<file path="src/design/vsr_pkg.sv">
`default_nettype none
package vsr_pkg;

   localparam int QBITS = 16;
   localparam logic [14:0] SPEED_RESET = 15'd256;
   localparam logic [15:0] POS_MAX = 16'd32767;
   localparam logic [15:0] NEG_MAX = 16'd32768;

   // one component on its way through the root chain
   typedef struct packed {
      logic        neg;
      logic [63:0] res;   // rhs minus q^2 * msq
      logic [47:0] prod;  // q * msq
      logic [15:0] q;
   } vsr_lane_type;

   typedef struct packed {
      logic         valid;
      logic         zero;
      logic [31:0]  msq;
      vsr_lane_type lx;
      vsr_lane_type ly;
   } vsr_stage_type;

   // try one result bit: (2^(b+1) q + 2^(2b)) msq <= res
   function automatic vsr_lane_type lane_step(vsr_lane_type lane, logic [31:0] msq, int b);
      logic [65:0] trial;
      vsr_lane_type nxt;
      trial = ({18'd0, lane.prod} << (b + 1)) + ({34'd0, msq} << (2 * b));
      nxt = lane;
      if (trial <= {2'd0, lane.res}) begin
         nxt.res  = lane.res - trial[63:0];
         nxt.prod = lane.prod + ({16'd0, msq} << b);
         nxt.q    = lane.q | (16'd1 << b);
      end
      return nxt;
   endfunction

endpackage
`default_nettype wire

</file>
<file path="src/design/vsr_cell.sv">
`default_nettype none
module vsr_cell
   import vsr_pkg::*;
#(
   parameter int BIT = 15
) (
   input  wire logic    clock,
   input  wire logic    reset,
   input  wire logic    advance,
   input  vsr_stage_type stage_in,
   output vsr_stage_type stage_out
);

   vsr_stage_type stage_ff, stage_in_nxt;

   // decide one result bit for both components
   always_comb begin
      stage_in_nxt    = stage_in;
      stage_in_nxt.lx = lane_step(stage_in.lx, stage_in.msq, BIT);
      stage_in_nxt.ly = lane_step(stage_in.ly, stage_in.msq, BIT);
   end

   always_ff @(posedge clock) begin
      if (reset) begin
         stage_ff.valid <= 1'b0;
      end else if (advance) begin
         stage_ff.valid <= stage_in_nxt.valid;
      end
      if (advance) begin
         stage_ff.zero <= stage_in_nxt.zero;
         stage_ff.msq  <= stage_in_nxt.msq;
         stage_ff.lx   <= stage_in_nxt.lx;
         stage_ff.ly   <= stage_in_nxt.ly;
      end
   end

   assign stage_out = stage_ff;

endmodule
`default_nettype wire

</file>
<file path="config.mk">
export PLATFORM = sky130hd
export DESIGN_NAME = vsr_cell
export DESIGN_NICKNAME = d
export VERILOG_FILES = /design/src/design/vsr_pkg.sv /design/src/design/vsr_cell.sv
export SDC_FILE = /design/constraint.sdc
export NUM_CORES = 1
export LEC_CHECK = 0
export BUFFER_PORTS_ARGS = -buffer_cell sky130_fd_sc_hd__buf_2
export CAP_MARGIN = 0
export CORE_MARGIN = 1
export CORE_UTILIZATION = 45
export CTS_BUF_LIST = sky130_fd_sc_hd__clkbuf_16
export CTS_CLUSTER_DIAMETER = 50
export DETAILED_ROUTE_END_ITERATION = 12
export HOLD_SLACK_MARGIN = 0.02
export PLACE_DENSITY_LB_ADDON = 0.08
export SLEW_MARGIN = 20
export SYNTH_ARGS = -nofsm -noshare
export SYNTH_HDL_FRONTEND = slang
export SYNTH_SLANG_ARGS = --single-unit
</file>
<file path="constraint.sdc">
create_clock -name clock -period 4.9 [get_ports clock]
set_input_delay 0.245 -clock clock [delete_from_list [all_inputs] [get_ports clock]]
set_output_delay 0.245 -clock clock [all_outputs]
set_load 0.02 [all_outputs]
</file>
* Word level (Yosys, flattened, before mapping)
Cells that the tools add are included.
** Storage, ports and cells
- Register bits after elaboration :: 292
- Output and inout port bits :: 292
** Operators by class
- Add/subtract/negate cells :: 6
- Magnitude comparators :: 2
- Multiplexer cells :: 2
** Operators with widths (number)
- two-way mux 128 bit :: 2
- adder 64 x 62 -> 65 bit :: 2
- less-or-equal comparator 65 x 64 -> 1 bit :: 2
- subtractor 64 bit :: 2
- adder 48 x 47 -> 48 bit :: 2

* Logic depth before layout (Yosys ltp)
- Depth in word-level cells :: 3
- Gate-level depth with buffers :: 29

* Least setup slack after synthesis
OpenSTA, ideal clock, no wires.
- Path kind :: input port to flip-flop
- Start point :: input port stage_in[170] in the netlist's numbering
- End point :: register stage_ff, in the netlist stage_out[160] (data pin)
- Arrival time :: 5.069 ns
- Slack :: -0.431 ns
- Stages :: 24
- Path buffers :: 3
- Cell sequence :: ha_1 > a21o_1 > a21o_1 > a221o_1 > a221o_1 > o21ai_1 > a21oi_1 > a31o_2 > a21o_1 > a21oi_1 > xnor2_1 > ha_1 > clkbuf_1 > nand3_1 > nor3_1 > nand4_1 > nor4_1 > nand2_1 > o2111ai_1 > a31oi_1 > o22ai_1 > clkbuf_1 > buf_2 > mux2_1
** RTL lines
- start, declared :: line vsr_cell.sv:10 : input vsr_stage_type stage_in,
- end, declared :: line vsr_cell.sv:14 : vsr_stage_type stage_ff, stage_in_nxt;

==> results_dict.tcl <==
set metrics [dict create \
    status "complete, no violations" \
    slew_viol_final 0 \
    synth_seq_cells 292 \
    power_mw 13.11 \
    synth_edf_count 291 \
    drc 0 \
    crit_fanout 27 \
    use_met3 0.07997 \
    ios 587 \
    gp_congestion 0.9654 \
    worstHoldPathType "primary input to register" \
    layout-drive-gt1-share 0.2997 \
    routed_via_density 5.439 \
    layout.nets 4433 \
    cp_data_required_time_ns 5.32 \
    startpoint_type "primary input" \
    cp.arrival_ns 5.18 \
    clock_sinks 292 \
    htreeDepth 2 \
    p_int_mw 7.972 \
    fin_crit_ns 4.758 \
    cts.reportedPaths.clkPinSlew_ns 0.06 \
    largest_reg_flops 292 \
    numPortBuffers 586 \
    drtIter0Drc 1493 \
    fp.dieW_um 235.5 \
    wire_per_inst_um 20.56 \
    skew_ns 0 \
    dieArea_um2 55450 \
    cts_root_buffer "clkbuf_16" \
    dp_hpwl_um 72500 \
    fill_cells 4412 \
    synth_nets 3276 \
    vdd_ir_drop_max_mv 0.2868 \
    holdWs_ns 0.03317 \
    relSlewSlack 0.3897 \
    synth-main-ff-cell "edfxtp_1" \
    core-area_um2 53810 \
    grt_pass1_vias 24350 \
    final_antenna_net_count 0 \
    vias 24760 \
    yosys.cell_types.count 76 \
    power_frac_clock 0.242 \
    yosysSeqAreaShare 0.3570 \
    insertion_delay_ns 0.57 \
    end_kind "register" \
    grt_util_met1 0.3912 \
    start_util 0.4558 \
    swShare 0.3920 \
    yosysWarnings 0 \
    top_usage_layer "met2" \
    switchingPower_mw 5.140 \
    rows 85 \
    finalSetupViolCount 0 \
    cts_buffer_depth 3 \
    syn_area_per_cell_um2 9.233 \
    hold_violations 0 \
    grt_pass1_wl_um 138500 \
    fin_crit_sh 0.9711 \
    grt_max_degree 116 \
    numCtsBuffers 45 \
    worst_slew_pin_slew_ns 0.9155 \
    gr-usage-met2 0.5429 \
    timing.fmax_ghz 0.2102 \
    syn_area_um2 24530 \
    area_delta_synth_final_pct 44.17 \
    combinationalPowerShare 0.484 \
    antenna_found_initial 13 \
    wirelength_um 93590 \
    async_flop_share 0 \
    p_seq_frac 0.275 \
    syn_inst 2657 \
    powerDensity_nw_per_um2 370.7 \
    crit_type "primary input to register" \
    reg2reg_slack_ns 3.73 \
    overflow 0 \
    maxCapViolCount 0 \
    p_leak_nw 17.07 \
    dieHeight_um 235.5 \
    grt_use_total 0.3219 \
    dr.pass1.iters 5 \
    cts_tree "built" \
]
==> cell usage after synthesis, types with 37 or more instances <==
master	count	area (um^2)
ha_1	318	3979
edfxtp_1	291	8738
inv_1	238	893.4
nand2_1	236	885.9
o21ai_0	233	1166
a21oi_1	225	1126
a21o_1	164	1231
nor2_1	109	409.1
xnor2_1	102	893.4
xor2_1	100	875.8
clkbuf_1	68	255.2
nor3_1	50	250.2
nand3_1	37	185.2
==> repair_timing <==
item	CTS	global route
hold buffers	213	1
resized for setup	0	98
endpoints found under the setup margin	0	164
endpoints found under the hold margin	212	1
buffers inserted	0	23
==> layer usage <==
| metal | vias up | wire, um |
|---|---|---|
| li1 | 11990 | - |
| met1 | 11710 | 38660 |
| met2 | 869 | 43530 |
| met3 | 182 | 7193 |
| met4 | 12 | 4137 |
| met5 | - | 80 |
==> power groups by stage <==
stage / registers (mW) / clock network [mW] / logic (mW)
after floorplan: 4.24 / 0 / 2.82
after global placement: 3.63 / 0 / 5.75
after detailed placement: 3.64 / 0 / 5.79
after CTS: 3.60 / 3.22 / 5.97
after global routing: 3.64 / 3.30 / 6.85
final: 3.60 / 3.17 / 6.34
==> stage by stage <==
step                      area, um^2    util  setup TNS, ns  worst slack, ns  std cells
after global placement         30950  0.5752         -45.37          -0.4094       4222
final                          35370  0.6572              0           0.1417       4553
after global routing           35360  0.6571        -0.3075         -0.03501       4550
after CTS                      34560  0.6422              0          0.02173       4518
after detailed placement       30950  0.5752         -65.16          -0.5503       4222
after floorplan                24610       -              0         0.003778       2657
==> layout make-up <==
class,instances,area (um^2),area share
diodes,7,17.52,0.0004953
clock buffers,46,1151,0.03255
clock inverters,37,324.1,0.009163
inverters,238,893.4,0.02526
multi-input cells,2040,14990,0.4237
flip-flops and latches,292,8758,0.2476
well taps,696,870.8,0.02462
repair buffers,1197,8366,0.2365
==> worst max-delay path, stage by stage <==
cell,delay (ns)
buf_2,0.17
ha_4,0.23
buf_4,0.14
o211ai_1,0.26
a21oi_4,0.05
o22a_1,0.23
o31a_1,0.40
a41oi_4,0.27
o21a_2,0.19
buf_4,0.12
nor2_1,0.04
a21o_1,0.18
a21oi_2,0.17
xnor2_1,0.08
ha_1,0.36
a2111oi_2,0.38
buf_4,0.19
nand3_4,0.08
nor4bb_2,0.26
a21oi_1,0.12
or2_4,0.31
buf_12,0.14
buf_12,0.14
buf_12,0.16
o31ai_1,0.25
==> worst paths after layout <==
check	from	endpoint	cells past startpoint
max reg2reg	stage_out[291]$_SDFFE_PP0P_	stage_out[291]$_SDFFE_PP0P_	3
max	stage_in[261]	stage_out[83]$_DFFE_PP_	25
min	stage_in[220]	stage_out[220]$_DFFE_PP_	3
min reg2reg	stage_out[291]$_SDFFE_PP0P_	stage_out[291]$_SDFFE_PP0P_	3
==> cell usage in the layout (no fill, tap or decap), types with 30 or more instances in the layout <==
cell type and count:
a21o_1 164, a21oi_1 213, and3_1 34, buf_2 579, buf_4 377, clkbuf_16 52
dlygate4sd3_1 212, edfxtp_1 291, ha_1 306, inv_1 242, nand2_1 236, nand2b_1 34
nand3_1 34, nand4_1 30, nor2_1 107, nor3_1 44, o21a_1 33, o21ai_0 225
o21bai_1 33, xnor2_1 101, xor2_1 98
==> kinds of logic (layout without fill, tap and decap cells) <==
logic type | after synthesis | after routing | synth area share
compound gates | 865 | 865 | 0.2212
flops | 292 | 292 | 0.3570
other cells | 0 | 7 | 0
xor+xnor | 202 | 202 | 0.07212
mux | 16 | 16 | 0.007039
fa+ha+maj | 324 | 324 | 0.1671
buf+inv | 325 | 1518 | 0.05131
simple gates | 633 | 633 | 0.1242
No activity file was read; power rests on OpenSTA's default activity.
